### config.mk
export PLATFORM = sky130hd
export DESIGN_NAME = led_blink_pattern_controller_core
export DESIGN_NICKNAME = d
export VERILOG_FILES = /design/src/hw/rtl/lbpc_pkg.sv /design/src/hw/rtl/lbpc_led_unit.sv /design/src/hw/rtl/led_blink_pattern_controller_core.sv
export SDC_FILE = /design/constraint.sdc
export NUM_CORES = 1
export LEC_CHECK = 0
export BUFFER_PORTS_ARGS = -buffer_cell sky130_fd_sc_hd__buf_2
export CORE_MARGIN = 4
export CORE_UTILIZATION = 25
export DETAILED_ROUTE_END_ITERATION = 7
export MAX_ROUTING_LAYER = met4
export PLACE_DENSITY = 0.52
export SYNTH_ARGS = -nofsm -noshare
export SYNTH_HDL_FRONTEND = slang
export SYNTH_SLANG_ARGS = --single-unit
### constraint.sdc
create_clock -name clk -period 2.7 [get_ports clk]
set_clock_uncertainty 0.15 [all_clocks]
set_input_delay 0.135 -clock clk [delete_from_list [all_inputs] [get_ports clk]]
set_output_delay 0.135 -clock clk [all_outputs]
set_load 0.03 [all_outputs]
### src/hw/rtl/lbpc_pkg.sv
// Shared types, codes and constants for the LED blink pattern controller.
package lbpc_pkg;

  localparam int DEFAULT_NUM_LEDS  = 4;
  localparam int DEFAULT_TIME_BITS = 16;

  // Fixed field widths of the command and result transactions.
  localparam int IDX_W      = 4;
  localparam int MS_W       = 16;
  localparam int REPEAT_W   = 16;
  localparam int MASK_W     = 4;
  localparam int COUNT_W    = 3;
  localparam int ACTIVE_W   = 5;
  localparam int IN_DATA_W  = 56;
  localparam int OUT_DATA_W = 16;

  localparam logic [MS_W-1:0]     MIN_ON_TICKS   = 16'd1;
  localparam logic [MS_W-1:0]     MIN_OFF_TICKS  = 16'd1;
  localparam logic [REPEAT_W-1:0] REPEAT_FOREVER = 16'hFFFF;

  localparam logic [COUNT_W-1:0] ENABLED_COUNT_RESET = 3'd4;

  // Configuration register indexes.
  localparam logic CFG_ENABLED_COUNT = 1'b0;
  localparam logic CFG_NOTIFY_MASK   = 1'b1;

  typedef enum logic [1:0] {
    CMD_TICK  = 2'd0,
    CMD_ON    = 2'd1,
    CMD_OFF   = 2'd2,
    CMD_BLINK = 2'd3
  } cmd_t;

  typedef enum logic [1:0] {
    STATUS_OK      = 2'd0,
    STATUS_INVALID = 2'd1,
    STATUS_BUSY    = 2'd2
  } status_t;

  // Per-LED control decoded from one command.
  typedef struct packed {
    logic commit;
    logic tick;
    logic steady_on;
    logic steady_off;
    logic blink;
    logic notify;
  } led_ctl_t;

endpackage

### src/hw/rtl/lbpc_led_unit.sv
// Per-LED state and next-state logic: level, phase timer, repeats and busy flag.
module lbpc_led_unit #(
  parameter int TIME_BITS = lbpc_pkg::DEFAULT_TIME_BITS
) (
  input  logic                          clk,
  input  logic                          rst_n,
  input  lbpc_pkg::led_ctl_t            ctl,
  input  logic [TIME_BITS-1:0]          on_len,
  input  logic [TIME_BITS-1:0]          off_len,
  input  logic [lbpc_pkg::REPEAT_W-1:0] repeat_total,
  output logic                          level,
  output logic                          level_nxt,
  output logic                          busy_nxt,
  output logic                          done
);

  logic                          level_r;
  logic                          running_r, running_nxt;
  logic                          busy_r;
  logic [TIME_BITS-1:0]          remaining_r, remaining_nxt;
  logic [lbpc_pkg::REPEAT_W-1:0] repeats_r, repeats_nxt;
  logic [TIME_BITS-1:0]          on_len_r, on_len_nxt;
  logic [TIME_BITS-1:0]          off_len_r, off_len_nxt;

  always_comb begin
    level_nxt     = level_r;
    running_nxt   = running_r;
    busy_nxt      = busy_r;
    remaining_nxt = remaining_r;
    repeats_nxt   = repeats_r;
    on_len_nxt    = on_len_r;
    off_len_nxt   = off_len_r;
    done          = 1'b0;
    if (ctl.tick) begin
      if (running_r) begin
        if (remaining_r > TIME_BITS'(1)) begin
          remaining_nxt = remaining_r - TIME_BITS'(1);
        end else if (repeats_r == '0) begin
          // Pattern finished: the LED goes dark and the timer stops.
          level_nxt     = 1'b0;
          running_nxt   = 1'b0;
          remaining_nxt = '0;
          repeats_nxt   = '0;
          if (ctl.notify) begin
            busy_nxt = 1'b0;
            done     = 1'b1;
          end
        end else if (level_r) begin
          level_nxt     = 1'b0;
          remaining_nxt = off_len_r;
        end else begin
          if (repeats_r != lbpc_pkg::REPEAT_FOREVER) begin
            repeats_nxt = repeats_r - lbpc_pkg::REPEAT_W'(1);
          end
          level_nxt     = 1'b1;
          remaining_nxt = on_len_r;
        end
      end
    end else if (ctl.steady_on || ctl.steady_off) begin
      level_nxt     = ctl.steady_on;
      running_nxt   = 1'b0;
      remaining_nxt = '0;
      repeats_nxt   = '0;
    end else if (ctl.blink) begin
      busy_nxt      = 1'b1;
      on_len_nxt    = on_len;
      off_len_nxt   = off_len;
      repeats_nxt   = repeat_total;
      level_nxt     = 1'b1;
      running_nxt   = 1'b1;
      remaining_nxt = on_len;
    end
  end

  always_ff @(posedge clk) begin
    if (!rst_n) begin
      level_r     <= 1'b0;
      running_r   <= 1'b0;
      busy_r      <= 1'b0;
      remaining_r <= '0;
      repeats_r   <= '0;
      on_len_r    <= '0;
      off_len_r   <= '0;
    end else if (ctl.commit) begin
      level_r     <= level_nxt;
      running_r   <= running_nxt;
      busy_r      <= busy_nxt;
      remaining_r <= remaining_nxt;
      repeats_r   <= repeats_nxt;
      on_len_r    <= on_len_nxt;
      off_len_r   <= off_len_nxt;
    end
  end

  assign level = level_r;

endmodule

### src/hw/rtl/led_blink_pattern_controller_core.sv
// Top level of the LED blink pattern controller: command register, LED units, result register.
//
// Usage: commands arrive on the in_ stream. in_tuser carries the command (tick, on, off,
// blink); in_tdata carries the LED index, on and off times, repeat count and force flag.
// Every command yields exactly one result transaction on the out_ stream with a status,
// the LED levels, the busy flags and the LEDs that completed on this tick.
// The cfg_ port sets the number of enabled LEDs and the per-LED completion notify mask;
// write it only while no command is in flight.
// A command passes through the command register and then the result register, which
// drives out_tvalid and out_tdata.
// Throughput: one command per cycle while out_tready stays high. All LED timers are
// updated in parallel by the single register-to-register step from the command
// register into the per-LED state.
// A stalled out_tready holds the result; one more command may then wait in the command
// register, after which in_tready drops until the result is taken.
// Reset (rst_n low at a clock edge) turns every LED off, stops all timers, clears the
// busy flags, empties both registers and restores the configuration defaults.
module led_blink_pattern_controller_core #(
  parameter int NUM_LEDS  = lbpc_pkg::DEFAULT_NUM_LEDS,
  parameter int TIME_BITS = lbpc_pkg::DEFAULT_TIME_BITS
) (
  input  logic                            clk,
  input  logic                            rst_n,
  input  logic                            cfg_we,
  input  logic                            cfg_index,
  input  logic [lbpc_pkg::MASK_W-1:0]     cfg_wdata,
  input  logic                            in_tvalid,
  output logic                            in_tready,
  input  logic [1:0]                      in_tuser,   // cmd
  // led_index[3:0], on_ms[19:4], off_ms[35:20], repeat_total[51:36], force_req[52]
  input  logic [lbpc_pkg::IN_DATA_W-1:0]  in_tdata,
  output logic                            out_tvalid,
  input  logic                            out_tready,
  // status[1:0], led_levels[5:2], busy_mask[9:6], completed_mask[13:10]
  output logic [lbpc_pkg::OUT_DATA_W-1:0] out_tdata
);

  localparam int EXT_W = (TIME_BITS > lbpc_pkg::MS_W) ? TIME_BITS : lbpc_pkg::MS_W;

  // Configuration registers.
  logic [lbpc_pkg::COUNT_W-1:0] en_count_r;
  logic [lbpc_pkg::MASK_W-1:0]  notify_mask_r;

  always_ff @(posedge clk) begin
    if (!rst_n) begin
      en_count_r    <= lbpc_pkg::ENABLED_COUNT_RESET;
      notify_mask_r <= '0;
    end else if (cfg_we) begin
      case (cfg_index)
        lbpc_pkg::CFG_ENABLED_COUNT: en_count_r    <= cfg_wdata[lbpc_pkg::COUNT_W-1:0];
        lbpc_pkg::CFG_NOTIFY_MASK:   notify_mask_r <= cfg_wdata;
        default: ;
      endcase
    end
  end

  // Command register.
  logic                          item_vld_r;
  lbpc_pkg::cmd_t                cmd_r;
  logic [lbpc_pkg::IDX_W-1:0]    idx_r;
  logic [lbpc_pkg::MS_W-1:0]     on_ms_r;
  logic [lbpc_pkg::MS_W-1:0]     off_ms_r;
  logic [lbpc_pkg::REPEAT_W-1:0] repeat_r;
  logic                          force_r;
  logic                          advance;
  logic                          in_fire;

  assign advance   = item_vld_r && (!out_tvalid || out_tready);
  assign in_tready = !item_vld_r || advance;
  assign in_fire   = in_tvalid && in_tready;

  always_ff @(posedge clk) begin
    if (!rst_n) begin
      item_vld_r <= 1'b0;
    end else if (in_fire) begin
      item_vld_r <= 1'b1;
    end else if (advance) begin
      item_vld_r <= 1'b0;
    end
  end

  always_ff @(posedge clk) begin
    if (in_fire) begin
      cmd_r    <= lbpc_pkg::cmd_t'(in_tuser);
      idx_r    <= in_tdata[3:0];
      on_ms_r  <= in_tdata[19:4];
      off_ms_r <= in_tdata[35:20];
      repeat_r <= in_tdata[51:36];
      force_r  <= in_tdata[52];
    end
  end

  // Phase lengths: raised to the minimum and saturated to the timer width.
  logic [EXT_W-1:0]     on_ext, off_ext;
  logic [TIME_BITS-1:0] on_len, off_len;

  always_comb begin
    on_ext  = (on_ms_r < lbpc_pkg::MIN_ON_TICKS) ?
              EXT_W'(lbpc_pkg::MIN_ON_TICKS) : EXT_W'(on_ms_r);
    off_ext = (off_ms_r < lbpc_pkg::MIN_OFF_TICKS) ?
              EXT_W'(lbpc_pkg::MIN_OFF_TICKS) : EXT_W'(off_ms_r);
    if (on_ext > EXT_W'({TIME_BITS{1'b1}})) begin
      on_ext = EXT_W'({TIME_BITS{1'b1}});
    end
    if (off_ext > EXT_W'({TIME_BITS{1'b1}})) begin
      off_ext = EXT_W'({TIME_BITS{1'b1}});
    end
    on_len  = on_ext[TIME_BITS-1:0];
    off_len = off_ext[TIME_BITS-1:0];
  end

  // Command decode and status.
  logic [lbpc_pkg::ACTIVE_W-1:0] active;
  logic                          idx_valid;
  logic [NUM_LEDS-1:0]           sel;
  logic [NUM_LEDS-1:0]           level;
  logic [NUM_LEDS-1:0]           level_nxt;
  logic [NUM_LEDS-1:0]           busy_nxt;
  logic [NUM_LEDS-1:0]           done;
  logic                          target_level;
  lbpc_pkg::status_t             status;

  assign active = (lbpc_pkg::ACTIVE_W'(en_count_r) > lbpc_pkg::ACTIVE_W'(NUM_LEDS)) ?
                  lbpc_pkg::ACTIVE_W'(NUM_LEDS) : lbpc_pkg::ACTIVE_W'(en_count_r);
  assign idx_valid    = lbpc_pkg::ACTIVE_W'(idx_r) < active;
  assign target_level = |(level & sel);

  // The index is checked before the LED-on test of a blink.
  always_comb begin
    if (cmd_r == lbpc_pkg::CMD_TICK) begin
      status = lbpc_pkg::STATUS_OK;
    end else if (!idx_valid) begin
      status = lbpc_pkg::STATUS_INVALID;
    end else if (cmd_r == lbpc_pkg::CMD_BLINK && target_level && !force_r) begin
      status = lbpc_pkg::STATUS_BUSY;
    end else begin
      status = lbpc_pkg::STATUS_OK;
    end
  end

  for (genvar i = 0; i < NUM_LEDS; i++) begin : g_led
    lbpc_pkg::led_ctl_t ctl;
    logic               notify;

    if (i < lbpc_pkg::MASK_W) begin : g_notify
      assign notify = notify_mask_r[i];
    end else begin : g_no_notify
      assign notify = 1'b0;
    end

    assign sel[i] = idx_valid && (idx_r == lbpc_pkg::IDX_W'(i));

    always_comb begin
      ctl.commit     = advance;
      ctl.tick       = (cmd_r == lbpc_pkg::CMD_TICK) &&
                       (lbpc_pkg::ACTIVE_W'(i) < active);
      ctl.steady_on  = sel[i] && (cmd_r == lbpc_pkg::CMD_ON);
      ctl.steady_off = sel[i] && (cmd_r == lbpc_pkg::CMD_OFF);
      ctl.blink      = sel[i] && (cmd_r == lbpc_pkg::CMD_BLINK) &&
                       (status == lbpc_pkg::STATUS_OK);
      ctl.notify     = notify;
    end

    lbpc_led_unit #(
      .TIME_BITS(TIME_BITS)
    ) u_led (
      .clk         (clk),
      .rst_n       (rst_n),
      .ctl         (ctl),
      .on_len      (on_len),
      .off_len     (off_len),
      .repeat_total(repeat_r),
      .level       (level[i]),
      .level_nxt   (level_nxt[i]),
      .busy_nxt    (busy_nxt[i]),
      .done        (done[i])
    );
  end

  // Only the first four LEDs appear in the result masks.
  logic [lbpc_pkg::MASK_W-1:0] levels_m, busy_m, done_m;

  for (genvar g = 0; g < lbpc_pkg::MASK_W; g++) begin : g_mask
    if (g < NUM_LEDS) begin : g_used
      assign levels_m[g] = level_nxt[g];
      assign busy_m[g]   = busy_nxt[g];
      assign done_m[g]   = done[g];
    end else begin : g_unused
      assign levels_m[g] = 1'b0;
      assign busy_m[g]   = 1'b0;
      assign done_m[g]   = 1'b0;
    end
  end

  // Result register.
  logic                            out_vld_r;
  logic [lbpc_pkg::OUT_DATA_W-1:0] out_data_r;

  always_ff @(posedge clk) begin
    if (!rst_n) begin
      out_vld_r <= 1'b0;
    end else if (advance) begin
      out_vld_r <= 1'b1;
    end else if (out_tready) begin
      out_vld_r <= 1'b0;
    end
  end

  always_ff @(posedge clk) begin
    if (advance) begin
      out_data_r <= {2'b00, done_m, busy_m, levels_m, status};
    end
  end

  assign out_tvalid = out_vld_r;
  assign out_tdata  = out_data_r;

  // A command leaving the command register always lands in the result register.
  assert property (@(posedge clk) disable iff (!rst_n) advance |=> out_tvalid)
    else $error("result register did not capture an advancing command");

  // An LED that reports completion has its busy flag cleared.
  assert property (@(posedge clk) disable iff (!rst_n)
    out_tvalid |-> ((out_tdata[13:10] & out_tdata[9:6]) == '0))
    else $error("completed LED still flagged busy");

  // Completion is only reported for ticks.
  assert property (@(posedge clk) disable iff (!rst_n)
    (advance && cmd_r != lbpc_pkg::CMD_TICK) |=> (out_tdata[13:10] == '0))
    else $error("completion reported for a non-tick command");

endmodule

# After elaboration in Yosys (flattened, before gate mapping)
# Index checks and enable logic that the tools add are counted.
# classes
bitwise	18
n_reduce_logical	73
eq_ne	26
shifts	0
div	0
n_addsub	8
order_cmp	14
mux	156
n_mul	0
# ops
op	count
16-bit 2-to-1 mux	64
16-bit by 1-bit subtractor with 16-bit output (second input constant)	8
1-bit 2-to-1 mux	88
16-bit by 1-bit > comparator with 1-bit output (second input constant)	4
16-bit zero test	4
16-bit inequality test (second input constant)	4
16-bit > comparator (second input constant)	2
16-bit by 1-bit less-than comparator with 1-bit output (second input constant)	2
1-bit logical AND	28
6-bit AND reduction	4
4-bit OR reduction	5
1-bit inverter	17
4-bit AND reduction	4
3-bit by 1-bit inequality test with 1-bit output (second input constant)	4
3-bit inequality test (second input constant)	4
2-bit AND reduction	6
3-bit AND reduction	4
3-bit nonzero test	4
4-bit by 2-bit == test with 1-bit output (second input constant)	2
2-bit by 1-bit inequality test with 1-bit output (second input constant)	4
2-bit inequality test (second input constant)	4
1-bit logical OR	6
1-bit by 3-bit less-than comparator with 1-bit output (first input constant)	2
2-bit by 3-bit less-than comparator with 1-bit output (first input constant)	2
other kinds (12)	19
# totals
latch_bits	0
output_inout_bits	18
input_bits	68
ram_bits	0
romBits	0
reg_bits	346
wordCells	338
n_memories	0

# Longest topological paths before layout
# Gate-level depths: netlist of the first run.
# depth
word_depth	16
depth_mapped	13
ltp_nobuf	9

# By module
# Synthesis of the first run repeated with hierarchy kept, for this count alone.
# unflattened
hier_cells	2107
area_unflattened_um2	17685.7
# by_module_without_submodules
mod	instances	seq_area_each_um2	cells_per_inst	area_per_inst_um2
lbpc_led_unit at g_led[0].u_led ...	3	1341.3	479	3657.3
lbpc_led_unit at g_led[3].u_led	1	1341.3	478	3808.7
led_blink_pattern_controller_core	1	2252.2	192	2905.3

# Worst setup path before layout of the first run
# OpenSTA, ideal clock, no wires.
# synth_path
kind	reg2reg
from	register en_count_r[2] (netlist bit)
to	register g_led[3].u_led.repeats_r[2] (netlist bit)
required_time_ps	2433
stages_incl_launch_ff	12
setup_time_ps	117
synth_period_minus_slack_ps	2918
t_arrival_ps	2650
path_buffers	2
path_slack_ps	-218
cell_sequence	dfxtp_1 buf_2 inv_1 nand2_1 ha_1 nor4b_1 o21ai_1 or3_1 a221oi_2 buf_4 o21ai_0 a32o_1
# synth_via
elab_chain_len	15
word_cells_on_any_way	30
classes_between	order compare (3); eq/ne (4); mux (6); bitwise (1); reduce/logical (16)
# synth_lines
item	line_no	text
start: declaration	led_blink_pattern_controller_core.sv:41	logic [lbpc_pkg::COUNT_W-1:0] en_count_r;
start signal: assignment	led_blink_pattern_controller_core.sv:46	en_count_r <= lbpc_pkg::ENABLED_COUNT_RESET;
start signal: assignment	led_blink_pattern_controller_core.sv:50	lbpc_pkg::CFG_ENABLED_COUNT: en_count_r <= cfg_wdata[lbpc_pkg::COUNT_W-1:0];
3-bit > comparator	led_blink_pattern_controller_core.sv:123	assign active = (lbpc_pkg::ACTIVE_W'(en_count_r) > lbpc_pkg::ACTIVE_W'(NUM_LEDS)) ?
3-bit 2-to-1 mux (*)	led_blink_pattern_controller_core.sv:123	
4-bit by 3-bit less-than comparator with 1-bit output	led_blink_pattern_controller_core.sv:125	assign idx_valid = lbpc_pkg::ACTIVE_W'(idx_r) < active;
1-bit logical AND	led_blink_pattern_controller_core.sv:151	assign sel[i] = idx_valid && (idx_r == lbpc_pkg::IDX_W'(i));
4-bit bitwise AND	led_blink_pattern_controller_core.sv:126	assign target_level = |(level & sel);
4-bit OR reduction	led_blink_pattern_controller_core.sv:126	
1-bit logical AND (2 in a row)	led_blink_pattern_controller_core.sv:134	end else if (cmd_r == lbpc_pkg::CMD_BLINK && target_level && !force_r) begin
2-bit 2-to-1 mux	led_blink_pattern_controller_core.sv:134	
2-bit 2-to-1 mux	led_blink_pattern_controller_core.sv:132	end else if (!idx_valid) begin
2-bit 2-to-1 mux	led_blink_pattern_controller_core.sv:130	if (cmd_r == lbpc_pkg::CMD_TICK) begin
2-bit zero test	led_blink_pattern_controller_core.sv:160	(status == lbpc_pkg::STATUS_OK);
1-bit logical AND	led_blink_pattern_controller_core.sv:159	ctl.blink = sel[i] && (cmd_r == lbpc_pkg::CMD_BLINK) &&
3-bit nonzero test (no source line)	--	
6-bit AND reduction (no source line)	--	
end signal: assignment	lbpc_led_unit.sv:89	repeats_r <= repeats_nxt;
end: declaration	lbpc_led_unit.sv:21	logic [lbpc_pkg::REPEAT_W-1:0] repeats_r, repeats_nxt;
# Mark *: on every way between the ends. The rest lies on a longest branch, timed or not.
# A chain may end at the register's enable or synchronous reset.

# Worst setup path in the final report of the first run
# layout_path
from	register idx_r[1] (netlist bit)
to	register g_led[2].u_led.off_len_r[14]
# layout_via
elab_chain_len	12
word_cells_on_any_way	24
classes_between	order compare (1); eq/ne (3); mux (3); bitwise (2); reduce/logical (15)
# layout_lines
item	line_no	text
start: declaration	led_blink_pattern_controller_core.sv:60	logic [lbpc_pkg::IDX_W-1:0] idx_r;
start signal: assignment	led_blink_pattern_controller_core.sv:85	idx_r <= in_tdata[3:0];
4-bit by 3-bit less-than comparator with 1-bit output, or another cell as far along	led_blink_pattern_controller_core.sv:125	
1-bit logical AND	led_blink_pattern_controller_core.sv:151	
4-bit bitwise AND	led_blink_pattern_controller_core.sv:126	
4-bit OR reduction	led_blink_pattern_controller_core.sv:126	
1-bit logical AND (2 in a row)	led_blink_pattern_controller_core.sv:134	
2-bit 2-to-1 mux	led_blink_pattern_controller_core.sv:134	
2-bit 2-to-1 mux	led_blink_pattern_controller_core.sv:132	
2-bit 2-to-1 mux	led_blink_pattern_controller_core.sv:130	
2-bit zero test	led_blink_pattern_controller_core.sv:160	
1-bit logical AND	led_blink_pattern_controller_core.sv:159	
4-bit AND reduction (no source line) (*)	--	
end signal: assignment	lbpc_led_unit.sv:91	off_len_r <= off_len_nxt;
end: declaration	lbpc_led_unit.sv:23	logic [TIME_BITS-1:0] off_len_r, off_len_nxt;
# Marks and branches as above.

==> qor.tcl, run 1 <==
set qor(tritoncts) {yes}
set qor(io_buffer_count) 80
set qor(finalNonFillerCells) 3400
set qor(ys_warn_count) 0
set qor(synth_sequential_area_ratio) 0.4310
set qor(clock_tree_buf_depth) 3
set qor(worst_ir_drop_vdd_v) 0.0004579
set qor(hold_viol_final) 0
set qor(final_min_period_ns) 2.787
set qor(number_of_rows_created_at_floorplan) 97
set qor(number_of_global_route_vias_before_repair) 16898
set qor(grt_util_all_layers) 0.1821
set qor(dpl.hpwl_um) 47710
set qor(grt_max_degree) 77
set qor(comb_power_share) 0.119
set qor(detailroute.via_count) 17761
set qor(routed_wl_um) 70380
set qor(status) {finished with violations}
set qor(dpl.cell_count) 3212
set qor(worstSetupPathType) {reg2reg}
set qor(fillerInstances) 7288
set qor(clock_latency_ns) 0.58
set qor(critical_path.startpoint_type) {flip-flop}
set qor(max_cap_violations) 0
set qor(cp_data_required_time_ns) 3.04
set qor(final_setup_margin_ns) -0.08673
set qor(achievable-frequency_ghz) 0.3588
set qor(syn-instance-count) 2133
set qor(global_route_wire_length_before_repair_um) 103100
set qor(clkTransAtPathRegs_ns) 0.06
set qor(synth_common_cells) {370 x sky130_fd_sc_hd__nand2_1, 277 x sky130_fd_sc_hd__dfxtp_1, 236 x sky130_fd_sc_hd__a21oi_1}
set qor(die_w_um) 273.9
set qor(antenna_found_initial) 2
set qor(number_of_flops_mapped_to_enable_cells_by_yosys) 69
set qor(synth.cell_area_um2) 17670
set qor(cts_max_level) 2
set qor(final-seq-area_um2) 7617
set qor(die_area_um2) 75000
set qor(first_iter_violations) 1659
set qor(violations_in_the_final_reports) {negative setup slack}
set qor(postSynth.topFlopCell) {sky130_fd_sc_hd__dfxtp_1}
set qor(chip_height_um) 273.9
set qor(placeableCoreArea_um2) 70030
set qor(internal_power_mw) 9.673
set qor(power_spent_charging_and_discharging_nets_mw) 3.553
set qor(nets) 2510
set qor(synthesis.area_per_instance_um2) 8.285
set qor(power.density_nw_per_um2) 559.4
set qor(via_per_inst) 5.224
set qor(finalCritPeriodShare) 1.032
set qor(yosys.cell_count.top_type) {sky130_fd_sc_hd__nand2_1}
set qor(setup_repair_after_global_routing_missed_its_margin) {yes}
set qor(starting_density) 0.2524
set qor(post_route_cells_drive_above_1_share) 0.2192
set qor(netlist_top_cells_area) {sky130_fd_sc_hd__dfxtp_1 31%, sky130_fd_sc_hd__edfxtp_1 12%, sky130_fd_sc_hd__nand2_1 7.9%, sky130_fd_sc_hd__a21oi_1 6.7%, sky130_fd_sc_hd__nor2_1 3.2%}
set qor(floorplan.io_pins) 86
set qor(power.clock.fraction) 0.465
set qor(ys_types) 83
set qor(finalSetupViolations) 54
set qor(root_buffer) {sky130_fd_sc_hd__clkbuf_16}
set qor(tritoncts.num_buffers) 43
set qor(yosysTopAreaCell) {sky130_fd_sc_hd__dfxtp_1}
set qor(synthesized_flop_and_latch_total) 346
set qor(leakage_nw) 8.739
set qor(maxSlewHeadroom) 0.4657
set qor(combined_area_of_the_multi_input_logic_cells_um2) 9637
set qor(synth_async_sr_flop_share) 0
set qor(holdWs_ns) 0.1161
set qor(avgRoutedWirePerCell_um) 20.70
set qor(dr.pass1.iters) 6
set qor(ant_nets) 0
set qor(grt_overflow_total) 0
set qor(crit_path_end_kind) {flip-flop}
set qor(areaGrowthSynthToFinish_pct) 33.79
set qor(globalplace.congestion) 0.9444
set qor(swShare) 0.2686
set qor(clkSinkCount) 346
set qor(sequential_group_share_of_total_power) 0.417
set qor(critical_path.max_fanout) 18
set qor(critical_path_arrival_ns) 3.13
set qor(final-max-slew-violation-count) 0
set qor(remaining_drc_errors) 0
set qor(worstHoldPathType) {in2reg}
set qor(tightest_slew_ns) 0.8015
set qor(synth_top_area_share) 0.3138
## flip-flops by register name (all words and copies together), names as in the netlist
name / flops
off_ms_r: 16
notify_mask_r: 4
item_vld_r: 1
g_led.u_led.repeats_r: 64
en_count_r: 3
repeat_r: 16
g_led.u_led.on_len_r: 64
g_led.u_led.off_len_r: 64
out_tvalid: 1
g_led.u_led.running_r: 4
force_r: 1
on_ms_r: 16
g_led.u_led.level: 4
g_led.u_led.busy_r: 4
out_tdata: 14
idx_r: 4
g_led.u_led.remaining_r: 64
cmd_r: 2
## area by class of cell
type                    count  share of cell area
inverters                  40            0.006562
flip-flops and latches    346              0.3222
well taps                 940             0.04975
clock buffers              56             0.05149
multi-input cells        1588              0.4076
diodes                      1           0.0001058
repair buffers            405              0.1507
clock inverters            24             0.01164
## layer usage
metal | global-route usage | share of wire | vias up
li1 | - | - | 8392
met5 | - | 0 | -
met3 | 0.03824 | 0.079 | 147
met4 | 0.05892 | 0.033 | 0
met1 | 0.2430 | 0.45 | 8583
met2 | 0.2764 | 0.44 | 639
## stage by stage
step	instance area, um^2	util	worst slack [ns]	TNS, ns	total power, mW
5_1_grt	23640	0.3376	-0.1847	-14.90	13.69
4_1_cts	22840	0.3262	-0.05080	-0.1678	13.32
2_1_floorplan	17700	-	-0.004614	-0.004614	6.336
3_5_place_dp	20570	0.2937	-0.09497	-1.199	7.035
6_report	23640	0.3376	-0.08673	-1.652	13.23
3_3_place_gp	20570	0.2937	-0.1010	-1.390	7.033
## cell families after synthesis
group	synth area share
xor gates and xnor gates	0.02082
buffers and inverters	0.04659
AOI/OAI and AO/OA	0.2310
adders and majority gates	0.01274
and+or+nand+nor	0.2159
muxes	0.04177
other	0.0002122
DFF	0.4310
## layout by cell type, fill, tap and decap left out, drive strengths merged, types with 22 or more instances in the layout
cell type	netlist	routed
o21ai	112	112
nor4	47	47
clkbuf	121	65
nor2	153	153
mux2i	40	40
nand4	36	36
dfxtp	277	277
a22oi	30	30
edfxtp	69	69
inv	40	43
a31o	22	22
a31oi	28	28
a32o	28	28
a21oi	236	236
dlygate4sd3	0	71
buf	40	325
nand3	49	49
mux2	28	28
nand2	370	370
nor3	67	67
a211oi	40	40
## power groups by stage
stage / clock, mW / combinational [mW] / sequential [mW]
6_report: 6.14 / 1.57 / 5.51
5_1_grt: 6.49 / 1.69 / 5.52
4_1_cts: 6.30 / 1.50 / 5.51
3_5_place_dp: 0 / 1.41 / 5.62
3_3_place_gp: 0 / 1.40 / 5.63
2_1_floorplan: 0 / 0.780 / 5.56
## final timing paths
| kind | slack [ns] | startpoint | to | cells past startpoint |
|---|---|---|---|---|
| setup reg to reg | -0.09 | idx_r[1] | g_led[2].u_led.off_len_r[14] | 10 |
| hold / removal | 0.12 | in_tdata[28] | off_ms_r[8] | 2 |
| hold reg to reg | 0.30 | g_led[0].u_led.on_len_r[13] | g_led[0].u_led.on_len_r[13] | 2 |
| setup / recovery | -0.09 | idx_r[1] | g_led[2].u_led.off_len_r[14] | 10 |
## repair_timing
action	4_1_cts	5_1_grt
setup endpoints to repair	56	242
buffers inserted	3	21
endpoints found under the hold margin	75	0
pin swaps	0	24
hold buffers	71	0
gates resized for setup	9	82
cloned	0	12
## worst max-delay path: stages (launching register included)
cell and delay, ns:
sky130_fd_sc_hd__edfxtp_1 0.39, sky130_fd_sc_hd__buf_6 0.12, sky130_fd_sc_hd__mux4_2 0.51, sky130_fd_sc_hd__nor2b_1 0.20, sky130_fd_sc_hd__or3_1 0.36, sky130_fd_sc_hd__buf_4 0.18
sky130_fd_sc_hd__nor3_4 0.20, sky130_fd_sc_hd__buf_4 0.20, sky130_fd_sc_hd__clkbuf_16 0.19, sky130_fd_sc_hd__nand2_1 0.06, sky130_fd_sc_hd__a21oi_1 0.15
Power figures use the tool's default switching activity.
==> run 2: changes to the inputs <==
--- a/config.mk
+++ b/config.mk
@@ -6,11 +6,13 @@
 export NUM_CORES = 1
 export LEC_CHECK = 0
 export BUFFER_PORTS_ARGS = -buffer_cell sky130_fd_sc_hd__buf_2
+export CELL_PAD_IN_SITES_DETAIL_PLACEMENT = 1
+export CELL_PAD_IN_SITES_GLOBAL_PLACEMENT = 1
 export CORE_MARGIN = 4
 export CORE_UTILIZATION = 25
 export DETAILED_ROUTE_END_ITERATION = 7
 export MAX_ROUTING_LAYER = met4
-export PLACE_DENSITY = 0.52
+export PLACE_DENSITY = 0.61
 export SYNTH_ARGS = -nofsm -noshare
 export SYNTH_HDL_FRONTEND = slang
 export SYNTH_SLANG_ARGS = --single-unit
==> qor.tcl, run 2 (synthesized netlist as in run 1, its figures left out) <==
set qor(status) {finished with violations}
set qor(violations_in_the_final_reports) {negative setup slack}
set qor(grt_overflow_total) 0 ;# unchanged
set qor(global_route_wire_length_before_repair_um) 108400 ;# +5.1%
set qor(crit-reg2reg-capture) {g_led[0].u_led.remaining_r[5]}
set qor(chip_height_um) 273.9 ;# unchanged
set qor(crit_buf_inv) 4 ;# unchanged
set qor(layout.cells.most_common_list) {367 x sky130_fd_sc_hd__nand2_1, 276 x sky130_fd_sc_hd__dfxtp_1, 205 x sky130_fd_sc_hd__a21oi_1}
set qor(worstSetupPathType) {reg2reg}
set qor(dpl.cell_count) 3183 ;# -0.90%
set qor(timing.critical_path.mode_cell) {sky130_fd_sc_hd__buf_6}
set qor(cp_top_family) {simple AND/OR/NAND/NOR gates}
set qor(max_cap_violations) 0 ;# unchanged
set qor(critical_path_arrival_ns) 3.16 ;# +0.03 ns
set qor(sequential_group_share_of_total_power) 0.422 ;# +0.005
set qor(tritoncts) {yes}
set qor(clock_tree_buf_depth) 3 ;# unchanged
set qor(ant_nets) 0 ;# unchanged
set qor(leakage_nw) 8.713 ;# -0.30%
set qor(crit_chain) {ha_4 > nor4b_4 > buf_4 > o21a_4 > buf_6 > nand4_1 > a21oi_4 > buf_6 > and2_4 > buf_6 > a32o_1}
set qor(reg2reg_depth) 11 ;# +1
set qor(grt_max_degree) 108 ;# +40%
set qor(first_iter_violations) 1517 ;# -8.6%
set qor(antenna-diode-count) 0 ;# -1
set qor(clkTransAtPathRegs_ns) 0.06 ;# about the same
set qor(placeableCoreArea_um2) 70030 ;# unchanged
set qor(fillerInstances) 8184 ;# +12%
set qor(rr_startpoint) {idx_r[1]}
set qor(floorplan.io_pins) 86 ;# unchanged
set qor(finalSetupViolations) 78 ;# +44%
set qor(starting_density) 0.2524 ;# unchanged
set qor(detailedPlace.worstSlack_ns) -0.1769 ;# -0.08188 ns
set qor(finalNonFillerCells) 3390 ;# -0.29%
set qor(hold_viol_final) 0 ;# unchanged
set qor(comb_power_share) 0.125 ;# +0.006
set qor(final_min_period_ns) 2.787 ;# -0.0001892 ns
set qor(final_setup_margin_ns) -0.08654 ;# +0.0001892 ns
set qor(avgRoutedWirePerCell_um) 22.11 ;# +6.8%
set qor(clock_latency_ns) 0.58 ;# about the same
set qor(critical_path.startpoint_type) {flip-flop}
set qor(post_route_cells_drive_above_1_share) 0.2302 ;# +0.01101
set qor(dr.pass1.iters) 6 ;# unchanged
set qor(timing.reg2reg.setup_slack_ns) -0.09 ;# about the same
set qor(worst_ir_drop_vdd_v) 0.0003980 ;# -13%
set qor(clkSinkCount) 346 ;# unchanged
set qor(crit_path_end_kind) {flip-flop}
set qor(tns_ns) -2.999 ;# -1.347 ns
set qor(worst_stage_delay_on_the_critical_path_ns) 0.46 ;# -0.05 ns
set qor(routed_wl_um) 74940 ;# +6.5%
set qor(tightest_slew_ns) 0.7455 ;# -0.05599 ns
set qor(swShare) 0.2716 ;# +0.002933
set qor(antenna_found_initial) 1 ;# -1
set qor(setup_repair_after_global_routing_missed_its_margin) {yes}
set qor(cts_max_level) 2 ;# unchanged
set qor(finalCritPeriodShare) 1.032 ;# about the same
set qor(power.density_nw_per_um2) 550.2 ;# -1.7%
set qor(hold-path-cell-count) 2 ;# unchanged
set qor(globalplace.congestion) 0.9001 ;# -4.7%
set qor(critical-path-slowest-cell) {sky130_fd_sc_hd__edfxtp_1}
set qor(number_of_rows_created_at_floorplan) 97 ;# unchanged
set qor(root_buffer) {sky130_fd_sc_hd__clkbuf_16}
set qor(worstHoldPathType) {in2reg}
set qor(final-max-slew-violation-count) 0 ;# unchanged
set qor(critical_path.max_fanout) 6 ;# -12
set qor(detailroute.via_count) 18065 ;# +1.7%
set qor(mostFrequentLayoutCell) {sky130_fd_sc_hd__nand2_1}
set qor(dpl.hpwl_um) 49990 ;# +4.8%
set qor(design_area_um2) 23740 ;# +0.41%
set qor(tritoncts.num_buffers) 42 ;# -2.3%
set qor(die_area_um2) 75000 ;# unchanged
set qor(remaining_drc_errors) 0 ;# unchanged
set qor(internal_power_mw) 9.514 ;# -1.6%
set qor(cp_data_required_time_ns) 3.07 ;# +0.03 ns
set qor(achievable-frequency_ghz) 0.3589 ;# about the same
set qor(maxSlewHeadroom) 0.4965 ;# +0.03078
set qor(placed_area_um2) 20300 ;# -1.3%
set qor(power_spent_charging_and_discharging_nets_mw) 3.547 ;# -0.17%
set qor(nets) 2506 ;# -0.16%
set qor(io_buffer_count) 80 ;# unchanged
set qor(areaGrowthSynthToFinish_pct) 34.34
set qor(power.clock.fraction) 0.453 ;# -0.012
set qor(hp-start) {in_tdata[17]}
set qor(hold_end) {on_ms_r[13]}
set qor(die_w_um) 273.9 ;# unchanged
set qor(number_of_global_route_vias_before_repair) 17753 ;# +5.1%
set qor(grt_util_all_layers) 0.1904 ;# +0.008284
set qor(via_per_inst) 5.329 ;# +2.0%
-- run 2: worst max-delay path by stage --
stage | from | end | slack, ns | cells after the start
floorplan | en_count_r[2] | g_led[3].u_led.repeats_r[2] | -0.005 | 11
detailed placement | idx_r[1] | g_led[1].u_led.remaining_r[5] | -0.18 | 8
global route | en_count_r[2] | g_led[0].u_led.remaining_r[5] | -0.22 | 13
CTS | cmd_r[1] | g_led[3].u_led.remaining_r[11] | -0.02 | 8
global placement | idx_r[1] | g_led[3].u_led.repeats_r[2] | -0.01 | 8
finish | idx_r[1] | g_led[0].u_led.remaining_r[5] | -0.09 | 11
-- run 2: metal layers --
| metal | part of all wire | track usage | up-vias |
|---|---|---|---|
| met5 | 0 | - | - |
| met1 | 0.47 | 0.2616 | 9106 |
| met2 | 0.45 | 0.2974 | 498 |
| met3 | 0.051 | 0.02415 | 96 |
| li1 | - | - | 8365 |
| met4 | 0.023 | 0.04998 | 0 |
-- run 2: layout make-up --
class,count,area (um^2),area share
Clock buffer,54,1147,0.04833
Timing Repair Buffer,403,3591,0.1513
Multi-Input combinational cell,1587,9797,0.4127
Inverter,40,155.1,0.006535
Tap cell,940,1176,0.04954
Clock inverter,20,255.2,0.01075
Sequential cell,346,7619,0.3209
-- run 2: worst reg2reg max path: stages, from the launching register on --
cell	delay, ns
sky130_fd_sc_hd__edfxtp_1	0.46
sky130_fd_sc_hd__ha_4	0.21
sky130_fd_sc_hd__nor4b_4	0.38
sky130_fd_sc_hd__buf_4	0.18
sky130_fd_sc_hd__o21a_4	0.13
sky130_fd_sc_hd__buf_6	0.13
sky130_fd_sc_hd__nand4_1	0.20
sky130_fd_sc_hd__a21oi_4	0.31
sky130_fd_sc_hd__buf_6	0.17
sky130_fd_sc_hd__and2_4	0.15
sky130_fd_sc_hd__buf_6	0.12
sky130_fd_sc_hd__a32o_1	0.12
-- run 2: metrics by stage --
| stage | hold WS (ns) | util | total power [mW] |
|---|---|---|---|
| after floorplan | 0.08387 | - | 6.336 |
| after global placement | 0.1651 | 0.2899 | 7.002 |
| after detailed placement | 0.1634 | 0.2899 | 7.023 |
| after CTS | 0.06618 | 0.3213 | 13.09 |
| after global routing | 0.09437 | 0.3390 | 13.54 |
| final | 0.1024 | 0.3390 | 13.06 |
-- run 2: power by group through the flow --
| stage | Clock (mW) | Combinational (mW) | Sequential (mW) |
|---|---|---|---|
| 6_report | 5.92 | 1.63 | 5.52 |
| 5_1_grt | 6.27 | 1.74 | 5.52 |
| 4_1_cts | 6.07 | 1.50 | 5.52 |
| 3_5_place_dp | 0 | 1.40 | 5.63 |
| 3_3_place_gp | 0 | 1.37 | 5.63 |
| 2_1_floorplan | 0 | 0.780 | 5.56 |
-- run 2: repair_timing --
action | CTS | global route
buffers inserted | 2 | 41
setup endpoints to repair | 44 | 221
gates resized for setup | 10 | 164
hold buffers | 74 | 0
endpoints found under the hold margin | 91 | 0
cloned | 0 | 16
pin swaps | 0 | 59
